### src/sv/mlsl_pkg.sv
// mlsl_pkg: shared types, field widths, register indexes and the microcode
// table of the mip level staging layout unit
// no dependencies
package mlsl_pkg;

   localparam int LVL_W   = 4;
   localparam int OFF_W   = 48;
   localparam int SIZE_W  = 15;
   localparam int DEPTH_W = 12;
   localparam int IMG_W   = 12;
   localparam int ROW_W   = 18;
   localparam int ROWS_W  = 15;

   localparam int TEXEL32_BYTES  = 4;
   localparam int TEXEL64_BYTES  = 8;
   localparam int BLOCK4X4_BYTES = 16;
   localparam int BLOCK_DIM_LOG2 = 2;

   // remainder of the row bytes, three bits per step
   localparam int REM_BITS_PER_STEP = 3;
   localparam int REM_STEPS         = ROW_W / REM_BITS_PER_STEP;
   localparam int REM_CNT_W         = 3;

   typedef enum logic [2:0] {
      CSR_BASE_WIDTH,
      CSR_BASE_HEIGHT,
      CSR_BASE_DEPTH,
      CSR_LAYER_COUNT,
      CSR_IS_VOLUME,
      CSR_FORMAT_CLASS,
      CSR_PAYLOAD_BASE
   } csr_index_type;

   typedef enum logic [1:0] {
      FMT_TEXEL32,
      FMT_TEXEL64,
      FMT_BLOCK4X4,
      FMT_UNSUPPORTED
   } format_type;

   typedef logic [3:0] step_type;

   localparam step_type STEP_IDLE = 4'd0;
   localparam step_type STEP_REM  = 4'd4;

   typedef enum logic [3:0] {
      OP_IDLE,
      OP_SIZE,
      OP_MUL_RI,
      OP_MUL_TL,
      OP_REM,
      OP_PITCH,
      OP_MUL_SL,
      OP_SUM,
      OP_END,
      OP_EMIT
   } op_type;

   typedef enum logic [2:0] {
      COND_SEQ,
      COND_GOTO,
      COND_WAIT_REQ,
      COND_LOOP_REM,
      COND_WAIT_OUT
   } cond_type;

   typedef struct packed {
      op_type   op;
      cond_type cond;
      step_type target;
   } ctrl_word_type;

   function automatic ctrl_word_type ucode(input step_type s);
      case (s)
         4'd0: ucode = '{op: OP_IDLE,   cond: COND_WAIT_REQ, target: STEP_IDLE};
         4'd1: ucode = '{op: OP_SIZE,   cond: COND_SEQ,      target: STEP_IDLE};
         4'd2: ucode = '{op: OP_MUL_RI, cond: COND_SEQ,      target: STEP_IDLE};
         4'd3: ucode = '{op: OP_MUL_TL, cond: COND_SEQ,      target: STEP_IDLE};
         4'd4: ucode = '{op: OP_REM,    cond: COND_LOOP_REM, target: STEP_REM};
         4'd5: ucode = '{op: OP_PITCH,  cond: COND_SEQ,      target: STEP_IDLE};
         4'd6: ucode = '{op: OP_MUL_SL, cond: COND_SEQ,      target: STEP_IDLE};
         4'd7: ucode = '{op: OP_SUM,    cond: COND_SEQ,      target: STEP_IDLE};
         4'd8: ucode = '{op: OP_END,    cond: COND_SEQ,      target: STEP_IDLE};
         4'd9: ucode = '{op: OP_EMIT,   cond: COND_WAIT_OUT, target: STEP_IDLE};
         default: ucode = '{op: OP_IDLE, cond: COND_GOTO, target: STEP_IDLE};
      endcase
   endfunction

endpackage

### src/sv/mlsl_channels.sv
// mlsl_req_if and mlsl_rsp_if: valid/ready channels of the staging layout unit
// depends on mlsl_pkg for field widths
interface mlsl_req_if;
   logic                         valid;
   logic                         ready;
   logic [mlsl_pkg::LVL_W-1:0]   mip_level;
   logic [mlsl_pkg::OFF_W-1:0]   level_source_offset;
   logic [mlsl_pkg::OFF_W-1:0]   level_source_length;

   modport source (output valid, mip_level, level_source_offset, level_source_length,
                   input ready);
   modport sink   (input valid, mip_level, level_source_offset, level_source_length,
                   output ready);
endinterface

interface mlsl_rsp_if;
   logic                          valid;
   logic                          ready;
   logic                          ok;
   logic [mlsl_pkg::OFF_W-1:0]    source_offset;
   logic [mlsl_pkg::OFF_W-1:0]    staging_offset;
   logic [mlsl_pkg::OFF_W-1:0]    staging_length;
   logic [mlsl_pkg::ROW_W-1:0]    tight_row_bytes;
   logic [mlsl_pkg::ROW_W-1:0]    pitched_row_bytes;
   logic [mlsl_pkg::ROWS_W-1:0]   block_row_count;
   logic [mlsl_pkg::IMG_W-1:0]    image_total;
   logic [mlsl_pkg::SIZE_W-1:0]   level_width;
   logic [mlsl_pkg::SIZE_W-1:0]   level_height;
   logic [mlsl_pkg::DEPTH_W-1:0]  level_depth;

   modport source (output valid, ok, source_offset, staging_offset, staging_length,
                   tight_row_bytes, pitched_row_bytes, block_row_count, image_total,
                   level_width, level_height, level_depth,
                   input ready);
   modport sink   (input valid, ok, source_offset, staging_offset, staging_length,
                   tight_row_bytes, pitched_row_bytes, block_row_count, image_total,
                   level_width, level_height, level_depth,
                   output ready);
endinterface

### src/sv/mip_level_staging_layout_unit.sv
// mip_level_staging_layout_unit: upload footprint of one mip level per transaction
// depends on mlsl_pkg and the channel interfaces in mlsl_channels.sv
//
// One request transaction describes one mip level; one response transaction
// returns its footprint (level sizes, tight and pitched row bytes, block rows,
// image count, source offset, staging offset and length) or ok low with all
// other fields zero. Levels are handled one at a time: a new request is taken
// only after the previous response has been registered, and the final step
// waits while the response side stalls. The work is done by a microcode
// program of ten steps driving one shared 19x27 multiplier (three products)
// and a remainder loop of six steps at three bits per step. A mip level of
// zero restarts the staging cursor; a failed level leaves it alone.
// Configuration writes are taken at any time but belong between levels.
module mip_level_staging_layout_unit #(
   parameter int ALIGNMENT   = 256,
   parameter int MAX_LEVELS  = 16,
   parameter int OFFSET_BITS = 48
) (
   input  logic        clock,
   input  logic        reset,
   mlsl_req_if.sink    req_ch,
   mlsl_rsp_if.source  rsp_ch,
   input  logic        csr_write_enable,
   input  logic [2:0]  csr_index,
   input  logic [47:0] csr_write_data
);

   localparam int RW = $clog2(ALIGNMENT + 1);
   localparam int AW = RW + 1;
   localparam int XW = 50;
   localparam logic [AW-1:0] ALIGN_V = AW'(ALIGNMENT);
   localparam logic [XW-1:0] LIMIT =
      (OFFSET_BITS >= XW) ? {XW{1'b1}} : ((XW'(1) << OFFSET_BITS) - XW'(1));
   localparam logic [4:0] LEVEL_END = 5'(MAX_LEVELS);

   // configuration
   logic [14:0] base_width_ff, base_width_in;
   logic [14:0] base_height_ff, base_height_in;
   logic [11:0] base_depth_ff, base_depth_in;
   logic [11:0] layer_count_ff, layer_count_in;
   logic        is_volume_ff, is_volume_in;
   mlsl_pkg::format_type format_ff, format_in;
   logic [47:0] payload_base_ff, payload_base_in;

   // sequencer and datapath
   mlsl_pkg::step_type step_ff, step_in;
   mlsl_pkg::ctrl_word_type word;
   logic [3:0]  level_ff, level_in;
   logic [47:0] src_off_ff, src_off_in;
   logic [47:0] src_len_ff, src_len_in;
   logic [14:0] w_ff, w_in;
   logic [14:0] h_ff, h_in;
   logic [11:0] d_ff, d_in;
   logic [14:0] rows_ff, rows_in;
   logic [11:0] images_ff, images_in;
   logic [17:0] tight_ff, tight_in;
   logic [17:0] rsh_ff, rsh_in;
   logic [mlsl_pkg::REM_CNT_W-1:0] rcnt_ff, rcnt_in;
   logic [RW-1:0] rem_ff, rem_in;
   logic        err_ff, err_in;
   logic [26:0] ri_ff, ri_in;
   logic [45:0] prod_ff, prod_in;
   logic [18:0] pitch_ff, pitch_in;
   logic [48:0] start_ff, start_in;
   logic [46:0] slen_ff, slen_in;
   logic [48:0] src_ff, src_in;
   logic [47:0] end_ff, end_in;
   logic [47:0] cursor_ff, cursor_in;
   logic [RW-1:0] cur_rem_ff, cur_rem_in;

   // response register
   logic        rsp_valid_ff, rsp_valid_in;
   logic        rsp_ok_ff, rsp_ok_in;
   logic [47:0] rsp_source_offset_ff, rsp_source_offset_in;
   logic [47:0] rsp_staging_offset_ff, rsp_staging_offset_in;
   logic [47:0] rsp_staging_length_ff, rsp_staging_length_in;
   logic [17:0] rsp_tight_ff, rsp_tight_in;
   logic [17:0] rsp_pitch_ff, rsp_pitch_in;
   logic [14:0] rsp_rows_ff, rsp_rows_in;
   logic [11:0] rsp_images_ff, rsp_images_in;
   logic [14:0] rsp_width_ff, rsp_width_in;
   logic [14:0] rsp_height_ff, rsp_height_in;
   logic [11:0] rsp_depth_ff, rsp_depth_in;

   logic        req_accept;
   logic        out_free;
   logic [18:0] mul_a;
   logic [26:0] mul_b;
   logic [45:0] mul_p;

   assign word       = mlsl_pkg::ucode(step_ff);
   assign req_ch.ready = (word.cond == mlsl_pkg::COND_WAIT_REQ);
   assign req_accept = req_ch.valid && req_ch.ready;
   assign out_free   = !rsp_valid_ff || rsp_ch.ready;

   assign rsp_ch.valid             = rsp_valid_ff;
   assign rsp_ch.ok                = rsp_ok_ff;
   assign rsp_ch.source_offset     = rsp_source_offset_ff;
   assign rsp_ch.staging_offset    = rsp_staging_offset_ff;
   assign rsp_ch.staging_length    = rsp_staging_length_ff;
   assign rsp_ch.tight_row_bytes   = rsp_tight_ff;
   assign rsp_ch.pitched_row_bytes = rsp_pitch_ff;
   assign rsp_ch.block_row_count   = rsp_rows_ff;
   assign rsp_ch.image_total       = rsp_images_ff;
   assign rsp_ch.level_width       = rsp_width_ff;
   assign rsp_ch.level_height      = rsp_height_ff;
   assign rsp_ch.level_depth       = rsp_depth_ff;

   // configuration writes
   always_comb begin
      base_width_in   = base_width_ff;
      base_height_in  = base_height_ff;
      base_depth_in   = base_depth_ff;
      layer_count_in  = layer_count_ff;
      is_volume_in    = is_volume_ff;
      format_in       = format_ff;
      payload_base_in = payload_base_ff;
      if (csr_write_enable) begin
         case (mlsl_pkg::csr_index_type'(csr_index))
            mlsl_pkg::CSR_BASE_WIDTH:   base_width_in   = csr_write_data[14:0];
            mlsl_pkg::CSR_BASE_HEIGHT:  base_height_in  = csr_write_data[14:0];
            mlsl_pkg::CSR_BASE_DEPTH:   base_depth_in   = csr_write_data[11:0];
            mlsl_pkg::CSR_LAYER_COUNT:  layer_count_in  = csr_write_data[11:0];
            mlsl_pkg::CSR_IS_VOLUME:    is_volume_in    = csr_write_data[0];
            mlsl_pkg::CSR_FORMAT_CLASS: format_in = mlsl_pkg::format_type'(csr_write_data[1:0]);
            mlsl_pkg::CSR_PAYLOAD_BASE: payload_base_in = csr_write_data;
            default: ;
         endcase
      end
   end

   // shared multiplier
   always_comb begin
      case (word.op)
         mlsl_pkg::OP_MUL_RI: begin
            mul_a = 19'(rows_ff);
            mul_b = 27'(images_ff);
         end
         mlsl_pkg::OP_MUL_TL: begin
            mul_a = 19'(tight_ff);
            mul_b = ri_ff;
         end
         mlsl_pkg::OP_MUL_SL: begin
            mul_a = pitch_ff;
            mul_b = ri_ff - 27'd1;
         end
         default: begin
            mul_a = 19'd0;
            mul_b = 27'd0;
         end
      endcase
   end

   assign mul_p = 46'(mul_a) * 46'(mul_b);

   // datapath and step sequencing
   always_comb begin
      logic [14:0] w_sh, h_sh, w_lvl, h_lvl;
      logic [11:0] d_sh, d_lvl;
      logic [14:0] wide;
      logic [11:0] img;
      logic        bad;
      logic [RW-1:0] rem_t;
      logic [AW-1:0] cand;
      logic [18:0] pitch_calc;
      logic [48:0] start_calc;
      logic [XW-1:0] end_calc;

      w_sh = base_width_ff >> level_ff;
      h_sh = base_height_ff >> level_ff;
      d_sh = base_depth_ff >> level_ff;
      w_lvl = (w_sh == 15'd0) ? 15'd1 : w_sh;
      h_lvl = (h_sh == 15'd0) ? 15'd1 : h_sh;
      d_lvl = (d_sh == 12'd0) ? 12'd1 : d_sh;
      img = is_volume_ff ? d_lvl : layer_count_ff;
      bad = ({1'b0, level_ff} >= LEVEL_END) || (img == 12'd0);

      rem_t = rem_ff;
      for (int i = 0; i < mlsl_pkg::REM_BITS_PER_STEP; i++) begin
         cand = {rem_t, rsh_ff[17-i]};
         if (cand >= ALIGN_V) rem_t = RW'(cand - ALIGN_V);
         else                 rem_t = RW'(cand);
      end

      pitch_calc = 19'(tight_ff) - 19'(rem_ff) + ((rem_ff != '0) ? 19'(ALIGNMENT) : 19'd0);
      start_calc = 49'(cursor_ff) - 49'(cur_rem_ff)
                 + ((cur_rem_ff != '0) ? 49'(ALIGNMENT) : 49'd0);
      end_calc   = XW'(start_ff) + XW'(slen_ff);

      step_in    = step_ff;
      level_in   = level_ff;
      src_off_in = src_off_ff;
      src_len_in = src_len_ff;
      w_in       = w_ff;
      h_in       = h_ff;
      d_in       = d_ff;
      rows_in    = rows_ff;
      images_in  = images_ff;
      tight_in   = tight_ff;
      rsh_in     = rsh_ff;
      rcnt_in    = rcnt_ff;
      rem_in     = rem_ff;
      err_in     = err_ff;
      ri_in      = ri_ff;
      prod_in    = prod_ff;
      pitch_in   = pitch_ff;
      start_in   = start_ff;
      slen_in    = slen_ff;
      src_in     = src_ff;
      end_in     = end_ff;
      cursor_in  = cursor_ff;
      cur_rem_in = cur_rem_ff;

      rsp_valid_in          = rsp_valid_ff && !rsp_ch.ready;
      rsp_ok_in             = rsp_ok_ff;
      rsp_source_offset_in  = rsp_source_offset_ff;
      rsp_staging_offset_in = rsp_staging_offset_ff;
      rsp_staging_length_in = rsp_staging_length_ff;
      rsp_tight_in          = rsp_tight_ff;
      rsp_pitch_in          = rsp_pitch_ff;
      rsp_rows_in           = rsp_rows_ff;
      rsp_images_in         = rsp_images_ff;
      rsp_width_in          = rsp_width_ff;
      rsp_height_in         = rsp_height_ff;
      rsp_depth_in          = rsp_depth_ff;

      case (word.op)
         mlsl_pkg::OP_IDLE: begin
            if (req_accept) begin
               level_in   = req_ch.mip_level;
               src_off_in = req_ch.level_source_offset;
               src_len_in = req_ch.level_source_length;
               if (req_ch.mip_level == 4'd0) begin
                  cursor_in  = 48'd0;
                  cur_rem_in = '0;
               end
            end
         end
         mlsl_pkg::OP_SIZE: begin
            w_in      = w_lvl;
            h_in      = h_lvl;
            d_in      = d_lvl;
            images_in = img;
            rcnt_in   = '0;
            rem_in    = '0;
            case (format_ff)
               mlsl_pkg::FMT_TEXEL32: begin
                  wide     = w_lvl;
                  rows_in  = h_lvl;
                  tight_in = 18'(wide) * 18'(mlsl_pkg::TEXEL32_BYTES);
                  err_in   = bad;
               end
               mlsl_pkg::FMT_TEXEL64: begin
                  wide     = w_lvl;
                  rows_in  = h_lvl;
                  tight_in = 18'(wide) * 18'(mlsl_pkg::TEXEL64_BYTES);
                  err_in   = bad;
               end
               mlsl_pkg::FMT_BLOCK4X4: begin
                  wide     = 15'((16'(w_lvl) + 16'd3) >> mlsl_pkg::BLOCK_DIM_LOG2);
                  rows_in  = 15'((16'(h_lvl) + 16'd3) >> mlsl_pkg::BLOCK_DIM_LOG2);
                  tight_in = 18'(wide) * 18'(mlsl_pkg::BLOCK4X4_BYTES);
                  err_in   = bad;
               end
               default: begin
                  wide     = w_lvl;
                  rows_in  = h_lvl;
                  tight_in = 18'd0;
                  err_in   = 1'b1;
               end
            endcase
            rsh_in = tight_in;
         end
         mlsl_pkg::OP_MUL_RI: ri_in = mul_p[26:0];
         mlsl_pkg::OP_MUL_TL: prod_in = mul_p;
         mlsl_pkg::OP_REM: begin
            rem_in  = rem_t;
            rsh_in  = rsh_ff << mlsl_pkg::REM_BITS_PER_STEP;
            rcnt_in = rcnt_ff + 1'b1;
         end
         mlsl_pkg::OP_PITCH: begin
            pitch_in = pitch_calc;
            start_in = start_calc;
            if ({2'b00, prod_ff} != src_len_ff || pitch_calc[18]) err_in = 1'b1;
         end
         mlsl_pkg::OP_MUL_SL: prod_in = mul_p;
         mlsl_pkg::OP_SUM: begin
            slen_in = 47'(prod_ff) + 47'(tight_ff);
            src_in  = 49'(payload_base_ff) + 49'(src_off_ff);
         end
         mlsl_pkg::OP_END: begin
            end_in = end_calc[47:0];
            if (end_calc > LIMIT || XW'(src_ff) > LIMIT) err_in = 1'b1;
         end
         mlsl_pkg::OP_EMIT: begin
            if (out_free) begin
               rsp_valid_in = 1'b1;
               rsp_ok_in    = !err_ff;
               if (err_ff) begin
                  rsp_source_offset_in  = 48'd0;
                  rsp_staging_offset_in = 48'd0;
                  rsp_staging_length_in = 48'd0;
                  rsp_tight_in          = 18'd0;
                  rsp_pitch_in          = 18'd0;
                  rsp_rows_in           = 15'd0;
                  rsp_images_in         = 12'd0;
                  rsp_width_in          = 15'd0;
                  rsp_height_in         = 15'd0;
                  rsp_depth_in          = 12'd0;
               end else begin
                  rsp_source_offset_in  = src_ff[47:0];
                  rsp_staging_offset_in = start_ff[47:0];
                  rsp_staging_length_in = 48'(slen_ff);
                  rsp_tight_in          = tight_ff;
                  rsp_pitch_in          = pitch_ff[17:0];
                  rsp_rows_in           = rows_ff;
                  rsp_images_in         = images_ff;
                  rsp_width_in          = w_ff;
                  rsp_height_in         = h_ff;
                  rsp_depth_in          = d_ff;
                  cursor_in             = end_ff;
                  cur_rem_in            = rem_ff;
               end
            end
         end
         default: ;
      endcase

      case (word.cond)
         mlsl_pkg::COND_SEQ:      step_in = step_ff + 1'b1;
         mlsl_pkg::COND_GOTO:     step_in = word.target;
         mlsl_pkg::COND_WAIT_REQ: step_in = req_accept ? step_ff + 1'b1 : step_ff;
         mlsl_pkg::COND_LOOP_REM:
            step_in = (rcnt_ff != mlsl_pkg::REM_CNT_W'(mlsl_pkg::REM_STEPS - 1))
                    ? word.target : step_ff + 1'b1;
         mlsl_pkg::COND_WAIT_OUT: step_in = out_free ? word.target : step_ff;
         default:                 step_in = mlsl_pkg::STEP_IDLE;
      endcase
   end

   always_ff @(posedge clock) begin
      if (reset) begin
         base_width_ff   <= 15'd1;
         base_height_ff  <= 15'd1;
         base_depth_ff   <= 12'd1;
         layer_count_ff  <= 12'd1;
         is_volume_ff    <= 1'b0;
         format_ff       <= mlsl_pkg::FMT_TEXEL32;
         payload_base_ff <= 48'd0;
         step_ff         <= mlsl_pkg::STEP_IDLE;
         cursor_ff       <= 48'd0;
         cur_rem_ff      <= '0;
         rsp_valid_ff    <= 1'b0;
      end else begin
         base_width_ff   <= base_width_in;
         base_height_ff  <= base_height_in;
         base_depth_ff   <= base_depth_in;
         layer_count_ff  <= layer_count_in;
         is_volume_ff    <= is_volume_in;
         format_ff       <= format_in;
         payload_base_ff <= payload_base_in;
         step_ff         <= step_in;
         cursor_ff       <= cursor_in;
         cur_rem_ff      <= cur_rem_in;
         rsp_valid_ff    <= rsp_valid_in;
      end
   end

   always_ff @(posedge clock) begin
      level_ff   <= level_in;
      src_off_ff <= src_off_in;
      src_len_ff <= src_len_in;
      w_ff       <= w_in;
      h_ff       <= h_in;
      d_ff       <= d_in;
      rows_ff    <= rows_in;
      images_ff  <= images_in;
      tight_ff   <= tight_in;
      rsh_ff     <= rsh_in;
      rcnt_ff    <= rcnt_in;
      rem_ff     <= rem_in;
      err_ff     <= err_in;
      ri_ff      <= ri_in;
      prod_ff    <= prod_in;
      pitch_ff   <= pitch_in;
      start_ff   <= start_in;
      slen_ff    <= slen_in;
      src_ff     <= src_in;
      end_ff     <= end_in;
      rsp_ok_ff             <= rsp_ok_in;
      rsp_source_offset_ff  <= rsp_source_offset_in;
      rsp_staging_offset_ff <= rsp_staging_offset_in;
      rsp_staging_length_ff <= rsp_staging_length_in;
      rsp_tight_ff          <= rsp_tight_in;
      rsp_pitch_ff          <= rsp_pitch_in;
      rsp_rows_ff           <= rsp_rows_in;
      rsp_images_ff         <= rsp_images_in;
      rsp_width_ff          <= rsp_width_in;
      rsp_height_ff         <= rsp_height_in;
      rsp_depth_ff          <= rsp_depth_in;
   end

`ifndef SYNTH
   a_accept_starts_program: assert property (@(posedge clock) disable iff (reset)
      req_accept |=> word.op == mlsl_pkg::OP_SIZE)
      else $error("accepted transaction did not start the size step");

   a_rsp_from_emit: assert property (@(posedge clock) disable iff (reset)
      $rose(rsp_valid_ff) |-> $past(word.op == mlsl_pkg::OP_EMIT))
      else $error("response raised outside the emit step");

   a_error_fields_zero: assert property (@(posedge clock) disable iff (reset)
      rsp_valid_ff && !rsp_ok_ff |->
         rsp_staging_length_ff == 48'd0 && rsp_source_offset_ff == 48'd0)
      else $error("failed level carries nonzero fields");

   a_cursor_rem_range: assert property (@(posedge clock) disable iff (reset)
      AW'(cur_rem_ff) < ALIGN_V)
      else $error("cursor remainder not below alignment");

   a_rem_loop_bound: assert property (@(posedge clock) disable iff (reset)
      word.op == mlsl_pkg::OP_REM |->
         rcnt_ff < mlsl_pkg::REM_CNT_W'(mlsl_pkg::REM_STEPS))
      else $error("remainder loop ran past its step count");
`endif

endmodule

### src/flat_wrapper.sv
// flat-port wrapper written by rule: the top's interface ports become plain ports
module mip_level_staging_layout_unit_flat 
#(
   parameter int ALIGNMENT   = 256,
   parameter int MAX_LEVELS  = 16,
   parameter int OFFSET_BITS = 48
)
  (clock, reset, csr_write_enable, csr_index, csr_write_data, req_ch_valid, req_ch_mip_level, req_ch_level_source_offset, req_ch_level_source_length, req_ch_ready, rsp_ch_valid, rsp_ch_ok, rsp_ch_source_offset, rsp_ch_staging_offset, rsp_ch_staging_length, rsp_ch_tight_row_bytes, rsp_ch_pitched_row_bytes, rsp_ch_block_row_count, rsp_ch_image_total, rsp_ch_level_width, rsp_ch_level_height, rsp_ch_level_depth, rsp_ch_ready);
  mlsl_req_if req_ch_i ();
  mlsl_rsp_if rsp_ch_i ();
  input  logic clock;
  input  logic reset;
  input  logic csr_write_enable;
  input  logic [2:0] csr_index;
  input  logic [47:0] csr_write_data;
  input wire logic [$bits(req_ch_i.valid)-1:0] req_ch_valid;
  input wire logic [$bits(req_ch_i.mip_level)-1:0] req_ch_mip_level;
  input wire logic [$bits(req_ch_i.level_source_offset)-1:0] req_ch_level_source_offset;
  input wire logic [$bits(req_ch_i.level_source_length)-1:0] req_ch_level_source_length;
  output wire logic [$bits(req_ch_i.ready)-1:0] req_ch_ready;
  output wire logic [$bits(rsp_ch_i.valid)-1:0] rsp_ch_valid;
  output wire logic [$bits(rsp_ch_i.ok)-1:0] rsp_ch_ok;
  output wire logic [$bits(rsp_ch_i.source_offset)-1:0] rsp_ch_source_offset;
  output wire logic [$bits(rsp_ch_i.staging_offset)-1:0] rsp_ch_staging_offset;
  output wire logic [$bits(rsp_ch_i.staging_length)-1:0] rsp_ch_staging_length;
  output wire logic [$bits(rsp_ch_i.tight_row_bytes)-1:0] rsp_ch_tight_row_bytes;
  output wire logic [$bits(rsp_ch_i.pitched_row_bytes)-1:0] rsp_ch_pitched_row_bytes;
  output wire logic [$bits(rsp_ch_i.block_row_count)-1:0] rsp_ch_block_row_count;
  output wire logic [$bits(rsp_ch_i.image_total)-1:0] rsp_ch_image_total;
  output wire logic [$bits(rsp_ch_i.level_width)-1:0] rsp_ch_level_width;
  output wire logic [$bits(rsp_ch_i.level_height)-1:0] rsp_ch_level_height;
  output wire logic [$bits(rsp_ch_i.level_depth)-1:0] rsp_ch_level_depth;
  input wire logic [$bits(rsp_ch_i.ready)-1:0] rsp_ch_ready;
  assign req_ch_i.valid = req_ch_valid;
  assign req_ch_i.mip_level = req_ch_mip_level;
  assign req_ch_i.level_source_offset = req_ch_level_source_offset;
  assign req_ch_i.level_source_length = req_ch_level_source_length;
  assign req_ch_ready = req_ch_i.ready;
  assign rsp_ch_valid = rsp_ch_i.valid;
  assign rsp_ch_ok = rsp_ch_i.ok;
  assign rsp_ch_source_offset = rsp_ch_i.source_offset;
  assign rsp_ch_staging_offset = rsp_ch_i.staging_offset;
  assign rsp_ch_staging_length = rsp_ch_i.staging_length;
  assign rsp_ch_tight_row_bytes = rsp_ch_i.tight_row_bytes;
  assign rsp_ch_pitched_row_bytes = rsp_ch_i.pitched_row_bytes;
  assign rsp_ch_block_row_count = rsp_ch_i.block_row_count;
  assign rsp_ch_image_total = rsp_ch_i.image_total;
  assign rsp_ch_level_width = rsp_ch_i.level_width;
  assign rsp_ch_level_height = rsp_ch_i.level_height;
  assign rsp_ch_level_depth = rsp_ch_i.level_depth;
  assign rsp_ch_i.ready = rsp_ch_ready;
  mip_level_staging_layout_unit #(.ALIGNMENT(ALIGNMENT), .MAX_LEVELS(MAX_LEVELS), .OFFSET_BITS(OFFSET_BITS)) u_core (.clock(clock), .reset(reset), .req_ch(req_ch_i), .rsp_ch(rsp_ch_i), .csr_write_enable(csr_write_enable), .csr_index(csr_index), .csr_write_data(csr_write_data));
endmodule
### config.mk
export PLATFORM = sky130hd
export DESIGN_NAME = mip_level_staging_layout_unit_flat
export DESIGN_NICKNAME = d
export VERILOG_FILES = /design/src/sv/mlsl_pkg.sv /design/src/sv/mlsl_channels.sv /design/src/sv/mip_level_staging_layout_unit.sv /design/src/flat_wrapper.sv
export SDC_FILE = /design/constraint.sdc
export NUM_CORES = 2
export LEC_CHECK = 0
export BUFFER_PORTS_ARGS = -buffer_cell sky130_fd_sc_hd__clkbuf_2
export CORE_UTILIZATION = 50
export DETAILED_ROUTE_END_ITERATION = 10
export HOLD_SLACK_MARGIN = 0.08
export PLACE_DENSITY = 0.69
export SKIP_LAST_GASP = 1
export SLEW_MARGIN = 20
export SYNTH_ARGS = -nofsm -noshare
export SYNTH_HDL_FRONTEND = slang
export SYNTH_SLANG_ARGS = --single-unit
### constraint.sdc
create_clock -name clock -period 13.1 [get_ports clock]
set_clock_uncertainty 0.2 [all_clocks]
set_input_delay 3.93 -clock clock [delete_from_list [all_inputs] [get_ports clock]]
set_output_delay 3.93 -clock clock [all_outputs]
set_load 0.05 [all_outputs]
Yosys cells after proc, flatten, opt, wreduce, memory -nomap -nowiden
Memory sizes are Yosys's and may differ from the RTL's. A register that Yosys moved wholly into a read port is not among the register bits.
Index checks and enable logic that the tools add are counted.
{"block": "classes", "addsub": 15, "multipliers": 1, "n_lt_le_gt_ge": 5, "n_eq_ne": 31, "shift": 3, "mux": 38, "n_reduce_logical": 36}
{"operator": "$mux 48", "count": 4}
{"operator": "$pmux 48 s2", "count": 1}
{"operator": "$mux 9", "count": 9}
{"operator": "$pmux 27 s3", "count": 1}
{"operator": "$pmux 19 s3", "count": 1}
{"operator": "$pmux 18 s3", "count": 1}
{"operator": "$add 49x47->50", "count": 1}
{"operator": "$gt 50x48->1 const B", "count": 1}
{"operator": "$add 48x48->49", "count": 1}
{"operator": "$add 49x49->49", "count": 1}
{"operator": "$gt 49x48->1 const B", "count": 1}
{"operator": "$sub 48x9->49", "count": 1}
{"operator": "$ne 46x48->1", "count": 1}
{"operator": "$add 46x18->47", "count": 1}
{"operator": "$mul 19x27->46", "count": 1}
{"operator": "$pmux 18 s2", "count": 1}
{"operator": "$pmux 9 s2", "count": 2}
{"operator": "$add 15x2->16 const B", "count": 2}
{"operator": "$ge 10x9->1 const B", "count": 3}
{"operator": "$logic_not 15->1", "count": 2}
{"operator": "$mux 15", "count": 2}
{"operator": "$shr 15x4->15", "count": 2}
{"operator": "$sub 27x1->27 const B", "count": 1}
{"operator": "$sub 9x9->9 const B", "count": 3}
{"operator": "other kinds (39)", "count": 85}
{"block": "word_totals", "ff_bits": 920, "romBits": 128, "inputBits": 156, "out_inout_bits": 252, "word_cells": 174, "mem_count": 1}
{"name": "(no name shown)", "depth": 16, "width": 8, "rd": 1, "rd_ports_with_merged_regs": 1, "write_ports": 0, "line_no": "mlsl_pkg.sv:74", "source": "case (s)"}

Logic depth before layout (Yosys ltp)
{"block": "depth", "word_depth": 7, "mapped_depth": 33, "mapped_depth_nobuf": 32}

Worst setup path before layout
OpenSTA, ideal clock, no wires.
{"block": "synth_timing", "path_type": "input port to flip-flop", "from": "input port rsp_ch_ready", "to": "register u_core.cur_rem_ff[0]", "setup_ns": 0.132, "arrival_ns": 10.190, "required_time_ns": 12.768, "setup_slack_ns": 2.578, "cell_stages": 8, "n_path_buf": 2, "cell_sequence": "nand2b_1 > nand2_1 > inv_1 > a21oi_1 > clkbuf_1 > clkbuf_1 > nand2_1 > a21oi_1"}
{"block": "synth_via", "elab_chain_len": 3}
{"item": "start, declared", "line_no": "flat_wrapper.sv:33", "source": "input wire logic [$bits(rsp_ch_i.ready)-1:0] rsp_ch_ready;"}
{"item": "$logic_or 1x1->1", "line_no": "mip_level_staging_layout_unit.sv:94", "source": "assign out_free = !rsp_valid_ff || rsp_ch.ready;"}
{"item": "$ne 2x1->1 (no source line)"}
{"item": "$reduce_and 5->1 (no source line)"}
{"item": "end signal, assigned", "line_no": "mip_level_staging_layout_unit.sv:364", "source": "cur_rem_ff <= cur_rem_in;"}
{"item": "end, declared", "line_no": "mip_level_staging_layout_unit.sv:69", "source": "logic [RW-1:0] cur_rem_ff, cur_rem_in;"}
Every way passes these cells.
A chain may end at the register's enable or synchronous reset.

Final worst setup path
{"block": "layout_timing", "from": "register u_core.ri_ff[0]", "to": "register u_core.prod_ff[45], data pin"}
{"block": "layout_via", "elab_chain_len": 3}
{"item": "start, declared", "line_no": "mip_level_staging_layout_unit.sv:61", "source": "logic [26:0] ri_ff, ri_in;"}
{"item": "start signal, assigned", "line_no": "mip_level_staging_layout_unit.sv:383", "source": "ri_ff <= ri_in;"}
{"item": "$sub 27x1->27", "line_no": "mip_level_staging_layout_unit.sv:145", "source": "mul_b = ri_ff - 27'd1;"}
{"item": "$pmux 27 s3 *", "line_no": "mip_level_staging_layout_unit.sv:134", "source": "case (word.op)"}
{"item": "$mul 19x27->46 *", "line_no": "mip_level_staging_layout_unit.sv:154", "source": "assign mul_p = 46'(mul_a) * 46'(mul_b);"}
{"item": "named net u_core.mul_p[45]", "line_no": "mip_level_staging_layout_unit.sv:89", "source": "logic [45:0] mul_p;"}
{"item": "end signal, assigned", "line_no": "mip_level_staging_layout_unit.sv:384", "source": "prod_ff <= prod_in;"}
{"item": "end, declared", "line_no": "mip_level_staging_layout_unit.sv:62", "source": "logic [45:0] prod_ff, prod_in;"}
The timed path passes the listed nets; every way through them passes the cells marked *.

==> reports/metrics.csv <==
stage,metric,value,unit
run_status,status,finished clean,
global_route,final global-route overflow total,0,
sta,final setup TNS,0,ps
cts,CTS sink count,921,
critical_path,Setup crit end kind,flip-flop,
sta,crit path time final,9920,ps
sta,final period utilization,75.7,%
power_and_ir_drop,switching pwr,3080,uW
logic_synthesis,Avg Inst Size Synth,10.3,um2
critical_path,Critical Path RT,13380,ps
critical_path,Setup Crit Path Kind,flip-flop to flip-flop,
layout,Final Cell Area,68500,um2
layout,"commonest non-fill, non-tap cell in the layout",nand2_1,
power_and_ir_drop,Gate power share,26.0,%
layout,Final Util,56.1,%
global_route,GRT Resource Usage Total,28.5,%
sta,Slew HR,20.7,%
worst_hold_path,Hold Path Origin,u_core.cur_rem_ff[5],
power_and_ir_drop,Switching Share,34.0,%
layout,Area Growth Syn to Fin,11.2,%
critical_path,Setup crit start,u_core.ri_ff[0],
sta,final setup violating endpoints,0,
placement,Post-Place Setup Slack,3110,ps
critical_path,"Data arrival, critical path",10200,ps
drt,drt first pass iters,6,
placement,# port buffers,404,
sta,worst-margin pin slew,1190,ps
sta,RSZ-0062 raised after global routing,no,
critical_path,"delay-heaviest family, CP",adder cells,
placement,placed cell area,65200,um2
cts,H-tree depth,3,
worst_hold_path,HP Class,flip-flop to flip-flop,
logic_synthesis,Synth area leader,edfxtp_1,
critical_path,reg2reg start,u_core.ri_ff[0],
critical_path,CP Max Fanout,14,
drt,final WL,179000,um
layout,ratio of cells with drive above 1 in the final layout,11.7,%
logic_synthesis,synth unique cells,103,
critical_path,Critical Path Stages,30,
critical_path,reg2reg path depth,30,
die,IO Pins,408,
power_and_ir_drop,Power Dens Cells,132,nW/um2
sta,final worst slack,3180,ps
drt,vias per cell,5.72,
drt,vias post-DR,45800,
cts,clk root buf,clkbuf_16,
cts,Max Root-Sink Buffers,3,
global_route,global-route wire length before repair,269000,um
die,Die H,353,um
sta,Max Freq,0.101,GHz
global_route,initial antenna violation count,8,
sta,"Slew Viols, Final",0,
logic_synthesis,synthesis warning total,0,
global_route,number of global-route vias before repair,44800,
power_and_ir_drop,Clk pwr share,31.3,%
cts,CTS tree,built,
drt,drc violations,0,
die,Horiz. Die Dim,353,um
power_and_ir_drop,total chip power,9060,uW
power_and_ir_drop,leakage power,0.0283,uW
die,FP Rows,128,
job,Max Cap Viol,0,
layout,Fillers,10600,
die,die area,125000,um2
die,core box area,122000,um2
drt,post-route ant nets,0,
logic_synthesis,Post-Syn Instances,5977,
layout,nets,7201,
cts,Skew-Pair Late Insertion Delay,720,ps
critical_path,CP max stage delay,690,ps
sta,"Hold Violations, Final",0,
critical_path,Worst setup SP type,flip-flop,
logic_synthesis,"Cell Area, Synth",61600,um2
critical_path,slowest cell on the critical path,a22o_1,
cts,hold_buf cts,0,
die,Initial Util,50.5,%
logic_synthesis,top_reg_cell synth,edfxtp_1,
logic_synthesis,largest cells by area after synthesis,"edfxtp_1, fa_1, ha_1",
logic_synthesis,Synth Register Bits,921,
global_route,pin count of the biggest net entering global routing,113,
power_and_ir_drop,P_int,5980,uW
power_and_ir_drop,Flop pwr share,42.7,%
power_and_ir_drop,maximum VDD drop,0.000106,V
logic_synthesis,Post-synth EDFFs,746,
placement,half-perimeter wire length after placement,137000,um
placement,placer congestion estimate,1.01,
logic_synthesis,Synth top area share,36.4,%
cts,post-CTS setup buffers,0,
drt,routed len/inst,22.4,um
drt,DRT iter0 DRCs,4125,
logic_synthesis,"FFs w/ async S/R, synth",0,%
worst_hold_path,hold path cells,2,
critical_path,Buffers & Inverters on Critical Path,6,
logic_synthesis,sequential area share after synthesis,42.0,%
cts,clock-pin slew on the worst setup and hold paths,60,ps
cts,CTS buffer count,98,
cts,post-CTS resize count,0,
layout,most frequent cells in the layout,"nand2_1, edfxtp_1, inv_1, fa_1, nor2_1",
-- Yosys cell counts, drive strengths merged (31+ instances only) --
library cell	count
mux4	34
dfxtp	175
clkbuf	206
edfxtp	746
ha	326
nand2b	40
a21o	107
o21ai	155
and2	40
o21bai	31
nand2	838
nor2	429
a21oi	397
nand4	39
mux2i	42
nor2b	267
nand3	132
xnor2	171
buf	39
fa	428
inv	674
and3	40
xor2	90
nor3	73
-- layer usage --
metal	track usage (%)	wire length [um]	vias to the layer above
met1	37.6	72700	22400
met5	0	13	-
met4	13.1	8560	2
li1	-	-	21000
met3	7.52	17700	415
met2	44.1	80100	2020
-- worst min-delay path: stages (launching register included) --
cell and delay, ps:
dfxtp_1 310, nand2_1 50, a21oi_1 50
-- logic make-up (layout without fill, tap and decap cells) --
family | count (synthesis) | count (layout) | synth area share (%)
compound gates | 1004 | 1004 | 10.4
simple gates | 2013 | 2013 | 15.1
mux | 103 | 103 | 2.44
other cells | 1 | 8 | 0.00609
flops | 921 | 921 | 42.0
fa+ha+maj | 754 | 754 | 20.5
xor+xnor | 261 | 261 | 3.71
buf+inv | 920 | 1316 | 5.78
-- worst paths after layout --
kind                                to  slack (ps)
setup / recovery    u_core.prod_ff[45]        3180
hold / removal    u_core.cur_rem_ff[5]         250
setup reg to reg    u_core.prod_ff[45]        3180
hold reg to reg   u_core.cur_rem_ff[5]         250
-- registers in the layout (all words and copies together), names as in the netlist, 19 cells and up --
register / cells
u_core.src_ff: 49
u_core.start_ff: 49
u_core.cursor_ff: 48
u_core.end_ff: 48
u_core.payload_base_ff: 48
u_core.rsp_ch.source_offset: 48
u_core.rsp_ch.staging_offset: 48
u_core.src_len_ff: 48
u_core.src_off_ff: 48
u_core.rsp_ch.staging_length: 47
u_core.slen_ff: 47
u_core.prod_ff: 46
u_core.ri_ff: 27
u_core.pitch_ff: 19
-- power by group through the flow --
stage,Sequential [uW],Clock [uW],Combinational (uW)
finish,3870,2830,2360
global route,3890,2970,2560
CTS,3860,2880,2320
detailed placement,3920,0,2300
global placement,3920,0,2260
floorplan,3820,0,1580
-- stage by stage --
stage,hold slack [ps],std cells
finish,252,8005
global route,278,8004
CTS,254,7999
detailed placement,245,7815
global placement,239,7815
floorplan,232,5979
-- area by class of cell --
class | count | area, um2 | share of cell area (%)
tap | 1625 | 2030 | 2.97
clock buffer | 123 | 2680 | 3.91
timing repair buffer | 457 | 2420 | 3.54
multi-input combinational | 4138 | 32300 | 47.1
inverter | 675 | 2540 | 3.71
antenna | 5 | 12.5 | 0.0183
clock inverter | 61 | 644 | 0.940
sequential | 921 | 25900 | 37.8
Note: power is estimated with default switching activity, not from simulation.
